### src/hdl/rdsl_pkg.sv
// Shared types, codes and constants of the ramped duty motor channel with stall lockout.
package rdsl_pkg;

	localparam int PWM_COUNTS      = 4800;
	localparam int STALL_DELTA_MIN = 2;
	localparam int RAMP_TOLERANCE  = 24;

	localparam int DUTY_W = 13;
	localparam int SDUTY_W = 14;
	localparam int WORD_W = 32;
	localparam int MS_W = 16;
	localparam int STILL_W = 17;
	localparam int DT_W = 7;
	localparam int CFG_ADDR_W = 3;
	localparam int CFG_DATA_W = 16;
	localparam int IN_DATA_W = 80;
	localparam int OUT_DATA_W = 48;

	// Elapsed time used on the first check and after a long gap between checks.
	localparam logic [DT_W-1:0] DT_DEFAULT_MS = DT_W'(5);
	localparam logic [WORD_W-1:0] DT_LIMIT_MS = WORD_W'(100);

	localparam logic [16:0] PWM_COUNTS_V = 17'(PWM_COUNTS);
	localparam logic [WORD_W-1:0] DELTA_MIN_V = WORD_W'(STALL_DELTA_MIN);
	localparam logic [DUTY_W-1:0] RAMP_TOL_V = DUTY_W'(RAMP_TOLERANCE);

	typedef enum logic [3:0] {
		K_SET_DUTY     = 4'd0,
		K_SET_SIGNED   = 4'd1,
		K_SET_DIR      = 4'd2,
		K_RAMP_TICK    = 4'd3,
		K_STALL_CHECK  = 4'd4,
		K_STOP         = 4'd5,
		K_ESTOP        = 4'd6,
		K_RESET_LOCK   = 4'd7,
		K_ENABLE       = 4'd8,
		K_DISABLE      = 4'd9
	} kind_t;

	typedef enum logic [1:0] {
		DIR_STOP  = 2'd0,
		DIR_CW    = 2'd1,
		DIR_CCW   = 2'd2,
		DIR_BRAKE = 2'd3
	} dir_t;

	typedef enum logic [CFG_ADDR_W-1:0] {
		REG_DUAL_PWM     = 3'd0,
		REG_MAX_DUTY     = 3'd1,
		REG_RAMP_STEP    = 3'd2,
		REG_DEAD_BAND    = 3'd3,
		REG_STALL_THRESH = 3'd4,
		REG_STALL_WINDOW = 3'd5,
		REG_LOCKOUT      = 3'd6,
		REG_STALL_EN     = 3'd7
	} cfg_idx_t;

	typedef struct packed {
		logic              dual_pwm;
		logic [DUTY_W-1:0] max_duty;
		logic [DUTY_W-1:0] ramp_step;
		logic [DUTY_W-1:0] dead_band;
		logic [DUTY_W-1:0] stall_thresh;
		logic [MS_W-1:0]   stall_window;
		logic [MS_W-1:0]   lockout_ms;
		logic              stall_en;
	} cfg_t;

	typedef struct packed {
		logic [3:0]                kind;
		logic signed [SDUTY_W-1:0] duty_value;
		logic [1:0]                direction;
		logic [WORD_W-1:0]         enc_count;
		logic [WORD_W-1:0]         now_ms;
	} item_t;

	typedef struct packed {
		logic [DUTY_W-1:0]         compare_a;
		logic [DUTY_W-1:0]         compare_b;
		logic                      dir_pin_one;
		logic                      dir_pin_two;
		logic                      bridge_enable;
		logic                      stalled;
		logic                      stall_event;
		logic signed [SDUTY_W-1:0] signed_duty;
	} result_t;

endpackage

### src/hdl/rdsl_core.sv
// Channel state registers and the single-pass command logic that updates them.
module rdsl_core
	import rdsl_pkg::*;
(
	input  logic    clk,
	input  logic    arst_n,
	input  cfg_t    cfg,
	input  logic    fire,
	input  item_t   item,
	output result_t res
);

	logic [DUTY_W-1:0]         cur_q, target_q, pwm_a_q, pwm_b_q;
	logic signed [SDUTY_W-1:0] last_signed_q;
	logic [1:0]                dir_q;
	logic                      pin_one_q, pin_two_q, enable_q, locked_q;
	logic [WORD_W-1:0]         lock_end_q, ref_pos_q, last_check_q;
	logic [STILL_W-1:0]        still_q;

	logic [DUTY_W-1:0]         n_cur, n_target, n_a, n_b;
	logic signed [SDUTY_W-1:0] n_last;
	logic [1:0]                n_dir;
	logic                      n_pin_one, n_pin_two, n_enable, n_locked, n_event;
	logic [WORD_W-1:0]         n_lock_end, n_ref_pos, n_last_check;
	logic [STILL_W-1:0]        n_still;

	logic [DUTY_W-1:0]         cap, sd_duty, sd_gap, ramp_gap, step, ramp_duty, mag;
	logic signed [SDUTY_W:0]   sg_wide, cap_s;
	logic signed [SDUTY_W-1:0] sg_duty;
	logic                      sg_neg;
	logic [1:0]                sg_dir;
	logic [WORD_W-1:0]         dt_raw, enc_diff, enc_ndiff;
	logic [DT_W-1:0]           dt;
	logic [STILL_W-1:0]        still_sum;
	logic                      enc_still, unlock;

	// Compare for the forward output after applying a duty.
	function automatic logic [DUTY_W-1:0] apply_a(input logic dual, input logic [1:0] dir,
			input logic [DUTY_W-1:0] d);
		if (dual) begin
			return (dir == DIR_CW) ? d : '0;
		end
		return d;
	endfunction

	// Compare for the reverse output; single-PWM use leaves it as it was.
	function automatic logic [DUTY_W-1:0] apply_b(input logic dual, input logic [1:0] dir,
			input logic [DUTY_W-1:0] d, input logic [DUTY_W-1:0] old);
		if (dual) begin
			return (dir == DIR_CCW) ? d : '0;
		end
		return old;
	endfunction

	// Operands shared by several commands.
	always_comb begin
		cap = ({4'b0, cfg.max_duty} < PWM_COUNTS_V) ? cfg.max_duty : PWM_COUNTS_V[DUTY_W-1:0];

		// Unsigned duty request, clamped into zero to cap.
		if (item.duty_value < 0) begin
			sd_duty = '0;
		end else if (item.duty_value[DUTY_W-1:0] > cap) begin
			sd_duty = cap;
		end else begin
			sd_duty = item.duty_value[DUTY_W-1:0];
		end
		sd_gap = (sd_duty > cur_q) ? sd_duty - cur_q : cur_q - sd_duty;

		// Signed duty request, clamped into minus cap to cap.
		cap_s = signed'({2'b00, cap});
		sg_wide = SDUTY_W'(item.duty_value);
		sg_wide = {item.duty_value[SDUTY_W-1], item.duty_value};
		if (sg_wide > cap_s) begin
			sg_wide = cap_s;
		end else if (sg_wide < -cap_s) begin
			sg_wide = -cap_s;
		end
		sg_duty = sg_wide[SDUTY_W-1:0];
		sg_neg = sg_wide[SDUTY_W];
		mag = sg_neg ? DUTY_W'(-sg_wide) : sg_wide[DUTY_W-1:0];
		sg_dir = sg_neg ? DIR_CCW : DIR_CW;

		// One ramp step towards the target.
		step = (cfg.ramp_step == '0) ? DUTY_W'(1) : cfg.ramp_step;
		ramp_gap = (cur_q > target_q) ? cur_q - target_q : target_q - cur_q;
		if (ramp_gap <= step) begin
			ramp_duty = target_q;
		end else if (cur_q < target_q) begin
			ramp_duty = cur_q + step;
		end else begin
			ramp_duty = cur_q - step;
		end

		// Elapsed time since the last check and encoder movement since the reference.
		dt_raw = item.now_ms - last_check_q;
		if (last_check_q == '0 || dt_raw > DT_LIMIT_MS) begin
			dt = DT_DEFAULT_MS;
		end else begin
			dt = dt_raw[DT_W-1:0];
		end
		still_sum = still_q + STILL_W'(dt);
		enc_diff = item.enc_count - ref_pos_q;
		enc_ndiff = '0 - enc_diff;
		enc_still = (enc_diff < DELTA_MIN_V) || (enc_ndiff < DELTA_MIN_V);
		unlock = locked_q && (item.now_ms >= lock_end_q);
	end

	// Next state for one command.
	always_comb begin
		n_cur = cur_q;
		n_target = target_q;
		n_a = pwm_a_q;
		n_b = pwm_b_q;
		n_last = last_signed_q;
		n_dir = dir_q;
		n_pin_one = pin_one_q;
		n_pin_two = pin_two_q;
		n_enable = enable_q;
		n_locked = locked_q;
		n_lock_end = lock_end_q;
		n_ref_pos = ref_pos_q;
		n_last_check = last_check_q;
		n_still = still_q;
		n_event = 1'b0;

		unique case (item.kind)
			K_SET_DUTY: begin
				if (!locked_q) begin
					n_target = sd_duty;
					if (sd_gap <= cfg.dead_band) begin
						n_cur = sd_duty;
						n_a = apply_a(cfg.dual_pwm, dir_q, sd_duty);
						n_b = apply_b(cfg.dual_pwm, dir_q, sd_duty, pwm_b_q);
					end
				end
			end
			K_SET_SIGNED: begin
				if (!locked_q) begin
					if (cfg.dual_pwm) begin
						n_dir = sg_dir;
					end else begin
						n_pin_one = !sg_neg;
						n_pin_two = sg_neg;
					end
					n_cur = mag;
					n_target = mag;
					n_last = sg_duty;
					n_a = apply_a(cfg.dual_pwm, n_dir, mag);
					n_b = apply_b(cfg.dual_pwm, n_dir, mag, pwm_b_q);
				end
			end
			K_SET_DIR: begin
				if (cfg.dual_pwm) begin
					n_dir = item.direction;
					n_a = '0;
					n_b = '0;
				end else begin
					n_pin_one = (item.direction == DIR_CW) || (item.direction == DIR_BRAKE);
					n_pin_two = (item.direction == DIR_CCW) || (item.direction == DIR_BRAKE);
				end
			end
			K_RAMP_TICK: begin
				if (cur_q != target_q) begin
					n_cur = ramp_duty;
					n_a = apply_a(cfg.dual_pwm, dir_q, ramp_duty);
					n_b = apply_b(cfg.dual_pwm, dir_q, ramp_duty, pwm_b_q);
				end
			end
			K_STALL_CHECK: begin
				if (!cfg.stall_en) begin
					if (locked_q) begin
						n_locked = 1'b0;
						n_lock_end = '0;
						n_enable = 1'b1;
					end
					n_still = '0;
					n_ref_pos = item.enc_count;
					n_last_check = item.now_ms;
				end else begin
					if (unlock) begin
						n_locked = 1'b0;
						n_lock_end = '0;
						n_enable = 1'b1;
					end
					n_last_check = item.now_ms;
					if ((locked_q && !unlock) || (ramp_gap > RAMP_TOL_V)
							|| (cur_q <= cfg.stall_thresh) || !enc_still) begin
						n_still = '0;
						n_ref_pos = item.enc_count;
					end else if (still_sum >= {1'b0, cfg.stall_window}) begin
						// Stall declared: emergency stop and start the lockout.
						n_still = '0;
						n_ref_pos = item.enc_count;
						n_lock_end = item.now_ms + WORD_W'(cfg.lockout_ms);
						n_enable = 1'b0;
						n_target = '0;
						n_cur = '0;
						n_last = '0;
						n_a = '0;
						if (cfg.dual_pwm) begin
							n_b = '0;
						end else begin
							n_pin_one = 1'b0;
							n_pin_two = 1'b0;
						end
						n_locked = 1'b1;
						n_event = 1'b1;
					end else begin
						n_still = still_sum;
					end
				end
			end
			K_STOP: begin
				if (cfg.dual_pwm) begin
					n_dir = DIR_STOP;
					n_b = '0;
				end else begin
					n_pin_one = 1'b0;
					n_pin_two = 1'b0;
				end
				n_target = '0;
				n_cur = '0;
				n_last = '0;
				n_a = '0;
			end
			K_ESTOP: begin
				n_enable = 1'b0;
				n_target = '0;
				n_cur = '0;
				n_last = '0;
				n_a = '0;
				if (cfg.dual_pwm) begin
					n_b = '0;
				end else begin
					n_pin_one = 1'b0;
					n_pin_two = 1'b0;
				end
			end
			K_RESET_LOCK: begin
				n_locked = 1'b0;
				n_lock_end = '0;
				n_still = '0;
				n_enable = 1'b1;
			end
			K_ENABLE: begin
				if (!locked_q) begin
					n_enable = 1'b1;
				end
			end
			K_DISABLE: begin
				n_enable = 1'b0;
			end
			default: begin
				// Unused command codes change nothing.
			end
		endcase
	end

	// State registers, updated once per transaction.
	always_ff @(posedge clk or negedge arst_n) begin
		if (!arst_n) begin
			cur_q <= '0;
			target_q <= '0;
			pwm_a_q <= '0;
			pwm_b_q <= '0;
			last_signed_q <= '0;
			dir_q <= DIR_STOP;
			pin_one_q <= 1'b0;
			pin_two_q <= 1'b0;
			enable_q <= 1'b0;
			locked_q <= 1'b0;
			lock_end_q <= '0;
			ref_pos_q <= '0;
			last_check_q <= '0;
			still_q <= '0;
		end else if (fire) begin
			cur_q <= n_cur;
			target_q <= n_target;
			pwm_a_q <= n_a;
			pwm_b_q <= n_b;
			last_signed_q <= n_last;
			dir_q <= n_dir;
			pin_one_q <= n_pin_one;
			pin_two_q <= n_pin_two;
			enable_q <= n_enable;
			locked_q <= n_locked;
			lock_end_q <= n_lock_end;
			ref_pos_q <= n_ref_pos;
			last_check_q <= n_last_check;
			still_q <= n_still;
		end
	end

	// Result of the command in flight.
	assign res = '{compare_a: n_a, compare_b: n_b, dir_pin_one: n_pin_one,
		dir_pin_two: n_pin_two, bridge_enable: n_enable, stalled: n_locked,
		stall_event: n_event, signed_duty: n_last};

endmodule

### src/hdl/ramped_duty_with_stall_lockout.sv
// Top level of the ramped duty H-bridge channel: stream ports, configuration and pipeline.
//
// Usage: each input transaction on the s_ channel is one command (s_tuser holds the
// command code, s_tdata its operands); every command gives exactly one result
// transaction on the m_ channel carrying the PWM compares, direction pins, bridge
// enable, lockout flag, stall pulse and the last signed duty.
// A command is held in the input register, where the command logic updates the channel
// state, and its result is then shown from the result register. Throughput is one
// command per cycle while the receiver does not stall: the state
// update is one short pass of compares and adds between those two registers.
// When the receiver stalls, the result register holds its transaction, the input
// register keeps one more command, and s_tready drops only while both are full.
// Configuration writes on cfg_we/cfg_addr/cfg_wdata take effect at once and should
// be made only while no command is in flight.
// Reset (arst_n low) clears both registers' valid flags, sets every configuration
// register to its default and clears all channel state: duty zero, direction stop,
// bridge disabled and no lockout.
module ramped_duty_with_stall_lockout
	import rdsl_pkg::*;
(
	input  logic                  clk,
	input  logic                  arst_n,
	input  logic                  s_tvalid,
	output logic                  s_tready,
	// duty_value[13:0], direction[15:14], enc_count[47:16], now_ms[79:48]
	input  logic [IN_DATA_W-1:0]  s_tdata,
	// kind[3:0]
	input  logic [3:0]            s_tuser,
	output logic                  m_tvalid,
	input  logic                  m_tready,
	// compare_a[12:0], compare_b[25:13], dir_pin_one[26], dir_pin_two[27],
	// bridge_enable[28], stalled[29], stall_event[30], signed_duty[44:31], zero[47:45]
	output logic [OUT_DATA_W-1:0] m_tdata,
	input  logic                  cfg_we,
	input  logic [CFG_ADDR_W-1:0] cfg_addr,
	input  logic [CFG_DATA_W-1:0] cfg_wdata
);

	cfg_t    cfg_q;
	item_t   item_s1;
	logic    valid_s1;
	result_t res_next, res_q;
	logic    out_valid_q;
	logic    advance, take_in;

	// Configuration registers.
	always_ff @(posedge clk or negedge arst_n) begin
		if (!arst_n) begin
			cfg_q.dual_pwm <= 1'b0;
			cfg_q.max_duty <= DUTY_W'(2400);
			cfg_q.ramp_step <= DUTY_W'(48);
			cfg_q.dead_band <= DUTY_W'(480);
			cfg_q.stall_thresh <= DUTY_W'(960);
			cfg_q.stall_window <= MS_W'(200);
			cfg_q.lockout_ms <= MS_W'(1000);
			cfg_q.stall_en <= 1'b1;
		end else if (cfg_we) begin
			unique case (cfg_idx_t'(cfg_addr))
				REG_DUAL_PWM:     cfg_q.dual_pwm <= cfg_wdata[0];
				REG_MAX_DUTY:     cfg_q.max_duty <= cfg_wdata[DUTY_W-1:0];
				REG_RAMP_STEP:    cfg_q.ramp_step <= cfg_wdata[DUTY_W-1:0];
				REG_DEAD_BAND:    cfg_q.dead_band <= cfg_wdata[DUTY_W-1:0];
				REG_STALL_THRESH: cfg_q.stall_thresh <= cfg_wdata[DUTY_W-1:0];
				REG_STALL_WINDOW: cfg_q.stall_window <= cfg_wdata;
				REG_LOCKOUT:      cfg_q.lockout_ms <= cfg_wdata;
				REG_STALL_EN:     cfg_q.stall_en <= cfg_wdata[0];
				default: begin
				end
			endcase
		end
	end

	// Handshake: the command in the input register moves on when the result slot frees.
	assign advance = valid_s1 && (!out_valid_q || m_tready);
	assign s_tready = !valid_s1 || advance;
	assign take_in = s_tvalid && s_tready;

	// Input register.
	always_ff @(posedge clk or negedge arst_n) begin
		if (!arst_n) begin
			valid_s1 <= 1'b0;
		end else if (take_in) begin
			valid_s1 <= 1'b1;
		end else if (advance) begin
			valid_s1 <= 1'b0;
		end
	end

	always_ff @(posedge clk) begin
		if (take_in) begin
			item_s1 <= '{kind: s_tuser, duty_value: s_tdata[13:0], direction: s_tdata[15:14],
				enc_count: s_tdata[47:16], now_ms: s_tdata[79:48]};
		end
	end

	rdsl_core u_core (
		.clk    (clk),
		.arst_n (arst_n),
		.cfg    (cfg_q),
		.fire   (advance),
		.item   (item_s1),
		.res    (res_next)
	);

	// Result register.
	always_ff @(posedge clk or negedge arst_n) begin
		if (!arst_n) begin
			out_valid_q <= 1'b0;
		end else if (advance) begin
			out_valid_q <= 1'b1;
		end else if (m_tready) begin
			out_valid_q <= 1'b0;
		end
	end

	always_ff @(posedge clk) begin
		if (advance) begin
			res_q <= res_next;
		end
	end

	assign m_tvalid = out_valid_q;
	assign m_tdata = {3'b000, res_q.signed_duty, res_q.stall_event, res_q.stalled,
		res_q.bridge_enable, res_q.dir_pin_two, res_q.dir_pin_one, res_q.compare_b,
		res_q.compare_a};

	// A stall pulse always comes with the lockout set and the bridge stopped.
	assert property (@(posedge clk) disable iff (!arst_n)
		(m_tvalid && res_q.stall_event) |->
			(res_q.stalled && !res_q.bridge_enable && res_q.compare_a == '0))
		else $error("stall event without lockout and stop");

	// While locked out, no signed duty can have been applied.
	assert property (@(posedge clk) disable iff (!arst_n)
		(m_tvalid && res_q.stalled) |-> (res_q.signed_duty == '0))
		else $error("signed duty applied during lockout");

	// Input is refused only when both registers hold a transaction and the sink stalls.
	assert property (@(posedge clk) disable iff (!arst_n)
		!s_tready |-> (valid_s1 && out_valid_q && !m_tready))
		else $error("input refused with room in the pipeline");

	// A command that moves on is shown as a result on the next cycle.
	assert property (@(posedge clk) disable iff (!arst_n)
		advance |=> m_tvalid)
		else $error("result lost after command advanced");

endmodule
### config.mk
export PLATFORM = sky130hd
export DESIGN_NAME = ramped_duty_with_stall_lockout
export DESIGN_NICKNAME = d
export VERILOG_FILES = /design/src/hdl/rdsl_pkg.sv /design/src/hdl/rdsl_core.sv /design/src/hdl/ramped_duty_with_stall_lockout.sv
export SDC_FILE = /design/constraint.sdc
export NUM_CORES = 1
export LEC_CHECK = 0
export BUFFER_PORTS_ARGS = -buffer_cell sky130_fd_sc_hd__buf_2
export CAP_MARGIN = 20
export CORE_UTILIZATION = 48
export CTS_BUF_LIST = sky130_fd_sc_hd__clkbuf_16
export CTS_CLUSTER_SIZE = 25
export DETAILED_ROUTE_END_ITERATION = 6
export HOLD_SLACK_MARGIN = 0.1
export PLACE_DENSITY = 0.74
export SLEW_MARGIN = 40
export SYNTH_ARGS = -nofsm -noshare
export SYNTH_HDL_FRONTEND = slang
export SYNTH_SLANG_ARGS = --single-unit
### constraint.sdc
create_clock -name clk -period 9.05 [get_ports clk]
set_input_delay 0.905 -clock clk [delete_from_list [all_inputs] [get_ports clk]]
set_output_delay 0.905 -clock clk [all_outputs]
set_load 0.1 [all_outputs]
# --- After elaboration in Yosys (flattened, before gate mapping) ---
# Cells that the tools add are included.
word_totals:
  ff_bits: 402
  inputBits: 108
  out_inout_bits: 50
  word_cells: 276
classes:
  add_sub_neg: 13
  order_cmp: 17
  eq_ne: 35
  muxes: 125
  n_bitwise: 2
  n_reduce_logical: 47
op_table:
  columns: ["op", "n"]
  rows:
  - ["13-bit two-way mux", 51]
  - ["32-bit two-way mux", 8]
  - ["13-bit case mux with 5 select lines", 2]
  - ["13-bit case mux with 6 select lines", 1]
  - ["13-bit subtractor", 5]
  - ["32-bit by 2-bit < comparator with 1-bit output, second input constant", 2]
  - ["32-bit case mux with 2 select lines", 1]
  - ["32-bit subtractor", 2]
  - ["14-bit two-way mux", 4]
  - ["13-bit case mux with 4 select lines", 1]
  - ["17-bit two-way mux", 3]
  - ["14-bit case mux with 3 select lines", 1]
  - ["13-bit greater-than comparator", 3]
  - ["13-bit less-or-equal comparator", 3]
  - ["1-bit two-way mux", 37]
  - ["17-bit case mux with 2 select lines", 1]
  - ["32-bit by 16-bit adder with 32-bit output", 1]
  - ["32-bit greater-or-equal comparator", 1]
  - ["32-bit by 7-bit greater-than comparator with 1-bit output, second input constant", 1]
  - ["32-bit logical NOT", 1]
  - ["1-bit by 32-bit subtractor with 32-bit output, first input constant", 1]
  - ["15-bit two-way mux", 2]
  - ["2-bit AND reduction", 10]
  - ["17-bit by 7-bit adder with 17-bit output", 1]
  - ["other kinds (46)", 96]

# --- Depth between registers and ports, before layout ---
# Gate-level depths: netlist of the first run.
logic_depth:
  word_depth: 16
  ltp_mapped: 45
  depth_no_buf: 41

# --- Cells and area by module ---
# Synthesis of the first run repeated with hierarchy kept, for this count alone.
unflattened:
  hier_cells: 3283
  area_unflattened_um2: 30778.3
by_module_without_submodules:
  columns: ["module", "instances", "cells_per_inst", "area_each_um2"]
  rows:
  - ["rdsl_core", 1, 2952, 23173.5]
  - ["ramped_duty_with_stall_lockout", 1, 331, 7604.8]

# --- Least setup slack after synthesis of the first run ---
# OpenSTA, ideal clock, no wires.
synth_timing:
  path_kind: "flip-flop to flip-flop"
  startpoint: "register cfg_q[82] (netlist bit)"
  endpoint: "register res_q, in the netlist m_tdata[23], data pin"
  setup_ps: 256
  arrival_time_ps: 8683
  t_required_ps: 8794
  slack_ps: 111
  stages_incl_launch_ff: 44
  n_path_buf: 6
  path_cell_list: "dfrtp_1 or2_2 a21oi_1 nand2b_1 clkbuf_1 nand2_1 ha_1 a21o_1 a21o_1 a211oi_1 o221a_2 or2_2 clkbuf_1 clkbuf_1 clkbuf_1 a21oi_1 nor2_1 ha_1 [... 8 more ...] nor2_1 clkbuf_1 mux2_2 ha_1 nor2b_1 o21a_1 o21a_1 o21a_1 o21ai_0 a21oi_1 o21ai_1 a21oi_1 or2_2 clkbuf_1 a221oi_1 and3_1 a21o_1 o21ai_1"
synth_lines:
  columns: ["element", "line_no", "source"]
  rows:
  - ["start: declaration", "ramped_duty_with_stall_lockout.sv:39", "cfg_t cfg_q;"]
  - ["end signal: assignment", "ramped_duty_with_stall_lockout.sv:118", "res_q <= res_next;"]
  - ["end: declaration", "ramped_duty_with_stall_lockout.sv:42", "result_t res_next, res_q;"]

==> results.py, run 1 <==
metrics = {
    "floorplan": {
        "die_width_um": 251,
        "die_area_um2": 63000,
        "start_util_pct": 48.9,
        "ios": 158,
        "core_um2": 60800,
        "row_count": 90,
        "dieHeight_um": 251,
    },
    "detailed_routing": {
        "top_layer": "met5",
        "wl_mm": 89.2,
        "ant_nets": 0,
        "post-route-drc-count": 0,
        "drt_iter0_drc": 2568,
        "drt-met1-wl_mm": 39.8,
        "num_vias": 25900,
        "viasPerCell": 6.14,
        "wl_met3_mm": 7.51,
        "wl_met2_mm": 38.9,
        "wl_per_cell_um": 21.1,
        "first_pass_iters": 5,
    },
    "place": {
        "place_congestion": 0.999,
        "dpl.hpwl_mm": 66.7,
        "portBuffers": 154,
    },
    "status": {
        "status": "finished, final reports clean",
    },
    "timing": {
        "slew_headroom_pct": 35.4,
        "worst_pin_slew_ns": 0.966,
        "hold_ws_ns": 0.206,
        "finalHoldViolations": 0,
        "clock.fmax_mhz": 117,
        "drv_slew": 0,
        "period_minus_slack_ns": 8.55,
        "skew_ns": 0.0308,
        "setup_viol": 0,
        "fin_tns_setup_ns": 0,
        "period_share_pct": 94.5,
    },
    "setup_path": {
        "cp_slowest_cell": "or2_2",
        "crit_type": "reg -> reg",
        "critPathMaxFanout": 12,
        "start_kind": "register",
        "crit_required_ns": 9.41,
        "crit_start": "cfg_q[83]",
        "max_stage_delay_ns": 0.41,
        "r2r-start": "cfg_q[83]",
        "cp.arrival_ns": 8.91,
        "cp_common_cell": "o21a_1",
        "cp-end-kind": "register",
    },
    "clock_tree": {
        "clk_latency_ns": 0.60,
        "cts_root_buffer": "clkbuf_16",
        "cts_tree": "built",
        "clock-sinks": 402,
        "clk_pin_slew_ns": 0.06,
        "cts_max_path_buffers": 3,
        "cts_made_buffers": 46,
        "htree_num_levels": 2,
        "hold_buffers": 0,
    },
    "power_and_ir_drop": {
        "ir_drop_v": 0.000296,
        "power_mw": 11.7,
        "power_density_nw_per_um2": 352,
        "cellLeakagePower_nw": 14.4,
    },
    "grt": {
        "grt_start_max_net_pins": 97,
        "grt_pass1_wl_mm": 139,
        "antenna_found_initial": 4,
        "overflow": 0,
        "track_usage_pct": 28.0,
        "first_global_vias": 24400,
    },
    "cells_and_area": {
        "finalCoreUtilization_pct": 54.8,
        "layout-drive-gt1-share_pct": 15.7,
        "nNetsFinal": 3789,
        "syn_to_final_growth_pct": 11.9,
        "layout_common_cells": "inv_1 (314), ha_1 (261), dfrtp_1 (249)",
        "final_common_cell": "inv_1",
    },
    "flow_run": {
        "cap_violations": 0,
    },
    "synth": {
        "synth_top_family_by_area": "compound AO/OA/AOI/OAI gates",
        "yosysSeqAreaShare_pct": 36.1,
        "synth_fa_ha_area_share_pct": 11.7,
        "synth_cell_type_count": 98,
        "synthMuxAreaShare_pct": 7.01,
        "synthSimpleGateAreaFrac_pct": 14.7,
        "synthesis.area_um2": 29800,
        "synth_warnings": 0,
        "synthXorXnorAreaFrac_pct": 3.94,
        "synthCells": 3243,
        "synth_compound_area_share_pct": 21.1,
        "async_reset_ff_share_pct": 67.9,
        "synthFlopType": "dfrtp_1",
        "synth_edf_count": 129,
        "synth_seq_cells": 402,
        "syn_avg_cell_area_um2": 9.17,
    },
    "hold_path": {
        "hold_class": "in -> async",
    },
}
## cell families (layout without fill, tap and decap cells)
| family | count (synthesis) | count (layout) |
|---|---|---|
| flops | 402 | 402 |
| buf+inv | 415 | 615 |
| xor+xnor | 134 | 134 |
| mux | 187 | 187 |
| simple gates | 881 | 881 |
| fa+ha+maj | 274 | 274 |
| compound gates | 949 | 949 |
| other cells | 1 | 4 |
## Yosys cell counts (37+ instances only)
cell / n / area [um^2]
nand2b_1: 40 / 250
xnor2_1: 91 / 797
nor2b_1: 37 / 231
a21oi_1: 224 / 1120
mux2_2: 140 / 1580
nor3_1: 65 / 325
ha_1: 265 / 3320
o22ai_1: 67 / 419
a21o_1: 51 / 383
nand3_1: 71 / 355
dfrtp_1: 249 / 6230
nand4_1: 43 / 269
xor2_1: 43 / 377
nand2_1: 231 / 867
inv_1: 305 / 1140
nor2_1: 212 / 796
clkbuf_1: 84 / 315
edfxtp_1: 129 / 3870
o21ai_0: 205 / 1030
## stage by stage
step	setup WS, ns	instance area, um^2	std cells
after detailed placement	0.0870	31600	4128
after global placement	0.211	31500	4124
after global routing	-0.0213	33300	4227
after CTS	0.0242	33000	4214
final	0.501	33300	4228
after floorplan	0.111	29800	3245
## cell type report
class	count	area, um^2
fill	5472	27500
clock buffer	47	1180
antenna	1	2.50
timing repair buffer	222	1370
inverter	307	1150
multi-input combinational	2428	17600
sequential	402	10700
tap	782	978
clock inverter	39	243
## sequential cells by signal, summed over array words and instances (netlist names)
register              flops
u_core.target_q          13
u_core.lock_end_q        32
u_core.ref_pos_q         32
m_tvalid                  1
u_core.locked_q           1
u_core.last_check_q      32
u_core.pwm_b_q           13
item_s1                  84
u_core.last_signed_q     14
m_tdata                  45
valid_s1                  1
u_core.cur_q             13
u_core.pin_two_q          1
u_core.enable_q           1
u_core.pin_one_q          1
cfg_q                    86
u_core.pwm_a_q           13
u_core.dir_q              2
u_core.still_q           17
## power by group
| group | switching (mW) | total, mW | internal [mW] | leakage (nW) |
|---|---|---|---|---|
| Clock | 0.796 | 1.79 | 0.997 | 0.739 |
| Sequential | 0.360 | 2.65 | 2.29 | 4.69 |
| Combinational | 4.55 | 7.29 | 2.73 | 8.93 |
| Total | 5.71 | 11.7 | 6.02 | 14.4 |
## per-layer routing
metal | up-vias | GRT usage, %
met5 | - | 0
met4 | 4 | 9.01
met3 | 196 | 4.57
met2 | 1032 | 43.1
met1 | 12500 | 40.1
li1 | 12200 | -
## worst max-delay path, delay by kind of cell, from the launching register on
family / cells / cell delay, ns
AO/OA/AOI/OAI: 21 / 3.50
XOR/XNOR: 1 / 0.19
adder cells (fa/ha/maj): 3 / 0.91
buffers and inverters: 3 / 0.46
flip-flops: 1 / 0.37
multiplexers: 1 / 0.20
AND/OR/NAND/NOR: 12 / 2.66
## final timing paths
check,to,slack (ns),cells after the start
setup / recovery,m_tdata[23],0.50,41
hold / removal,u_core.lock_end_q[14],0.21,1
setup reg to reg,m_tdata[23],0.50,41
hold reg to reg,u_core.still_q[5],0.50,1
max in group asynchronous,u_core.cur_q[5],7.17,3
min in group clk,item_s1[69],0.47,1
## timing repair
item / 4_1_cts / 5_1_grt
gates resized for setup: 0 / 35
buffers inserted: 0 / 12
endpoints found under the setup margin: 0 / 192
Power figures use the tool's default switching activity.
==> run 2, diff against run 1 <==
- CELL_PAD_IN_SITES_DETAIL_PLACEMENT: default -> 2
- CELL_PAD_IN_SITES_GLOBAL_PLACEMENT: default -> 2
- CORE_UTILIZATION: 48 -> 36
- PLACE_DENSITY: 0.74 -> 0.84
==> results.py, run 2 (synthesis results as in run 1) <==
metrics = {
    "status": {
        "status": "finished, final reports clean",
    },
    "detailed_routing": {
        "viasPerCell": 5.95,
        "ant_nets": 0,
        "num_vias": 27200,
        "post-route-drc-count": 0,
        "top_layer": "met4",
        "wl_mm": 117,
        "drt-met1-wl_mm": 50.1,
        "wl_met3_mm": 4.66,
        "drt_iter0_drc": 1426,
        "first_pass_iters": 5,
        "wl_per_cell_um": 25.7,
        "wl_met2_mm": 57.7,
    },
    "clock_tree": {
        "hold_buffers": 0,
        "clk_pin_slew_ns": 0.06,
        "cts_tree": "built",
        "clock-sinks": 402,
        "cts_max_path_buffers": 3,
        "clk_latency_ns": 0.63,
        "cts_root_buffer": "clkbuf_16",
        "htree_num_levels": 2,
        "cts_made_buffers": 50,
    },
    "cells_and_area": {
        "largest_reg_flops": 86,
        "finalInstanceArea_um2": 34200,
        "layout_common_cells": "inv_1 (314), ha_1 (265), dfrtp_1 (249)",
        "layout.cells.non_filler": 4572,
        "final_common_cell": "inv_1",
        "syn_to_final_growth_pct": 14.9,
        "nNetsFinal": 3842,
        "largest-register": "cfg_q",
        "antenna_cells": 0,
        "layout-drive-gt1-share_pct": 17.2,
    },
    "floorplan": {
        "dieHeight_um": 289,
        "core_um2": 82000,
        "die_width_um": 289,
        "ios": 158,
        "row_count": 105,
        "die_area_um2": 83800,
        "start_util_pct": 36.3,
    },
    "place": {
        "post-place-ws_ns": -0.333,
        "portBuffers": 154,
        "placedInstanceArea_um2": 32400,
        "dpl.hpwl_mm": 88.0,
        "dp.cells": 4464,
        "place_congestion": 0.913,
    },
    "power_and_ir_drop": {
        "power_mw": 12.6,
        "cellLeakagePower_nw": 14.7,
        "ir_drop_v": 0.000337,
        "power_density_nw_per_um2": 367,
    },
    "grt": {
        "track_usage_pct": 27.6,
        "grt_pass1_wl_mm": 180,
        "grt_start_max_net_pins": 69,
        "first_global_vias": 30300,
        "overflow": 0,
        "antenna_found_initial": 3,
    },
    "setup_path": {
        "cp_num_buf_inv": 5,
        "rr_worst_depth": 42,
        "path_depth": 42,
        "start_kind": "register",
        "critPathMaxFanout": 6,
        "path_delay_family": "compound AO/OA/AOI/OAI gates",
        "cp_common_cell": "o21a_1",
        "cp.arrival_ns": 9.18,
        "crit_type": "reg -> reg",
        "crit_required_ns": 9.40,
        "cp_slowest_cell": "dfstp_2",
        "cp-end-kind": "register",
        "max_stage_delay_ns": 0.59,
    },
    "timing": {
        "layout_setup_ws_ns": 0.224,
        "slew_headroom_pct": 42.3,
        "worst_pin_slew_ns": 0.854,
        "period_share_pct": 97.5,
        "period_minus_slack_ns": 8.83,
        "clock.fmax_mhz": 113,
        "grt_setup_unrepaired": "true",
        "finalHoldViolations": 0,
        "skew_ns": 0.0428,
        "setup_viol": 0,
        "drv_slew": 0,
        "hold_ws_ns": 0.174,
    },
    "hold_path": {
        "hold_class": "in -> async",
    },
    "flow_run": {
        "cap_violations": 0,
    },
}
## run 2: final timing paths
kind | startpoint | end | slack [ns]
min | arst_n | u_core.pwm_a_q[5] | 0.17
min in group clk | s_tdata[68] | item_s1[20] | 0.45
max | cfg_q[80] | m_tdata[19] | 0.22
min reg2reg | valid_s1 | m_tvalid | 0.50
max in group asynchronous | arst_n | u_core.ref_pos_q[10] | 7.61
max reg2reg | cfg_q[80] | m_tdata[19] | 0.22
## run 2: repair_timing
| item | in CTS | in global routing |
|---|---|---|
| setup endpoints to repair | 167 | 190 |
| buffers inserted | 4 | 6 |
| gates resized for setup | 7 | 24 |
| pin swaps | 2 | 5 |
| cloned | 0 | 1 |
## run 2: metal layers
layer / up-vias / global-route usage, %
li1: 12300 / -
met1: 14000 / 33.9
met2: 649 / 48.6
met3: 257 / 3.54
met4: 0 / 11.3
met5: - / 0
## run 2: layout make-up
type                       instances  area (um^2)
timing repair buffer             270         1760
clock buffer                      53         1330
inverter                         307         1150
fill                            8958        47800
sequential                       402        10700
tap                             1070         1340
multi-input combinational       2429        17600
clock inverter                    41          277
## run 2: metrics by stage
| stage | utilization (%) | setup TNS, ns |
|---|---|---|
| floorplan | - | 0 |
| finish | 41.7 | 0 |
| CTS | 41.5 | 0 |
| global placement | 39.4 | 0 |
| global route | 41.7 | -1.95 |
| detailed placement | 39.5 | -9.40 |
## run 2: where the power goes
part	switching [mW]	internal [mW]
clock network	0.890	1.12
registers	0.391	2.29
logic	5.03	2.84
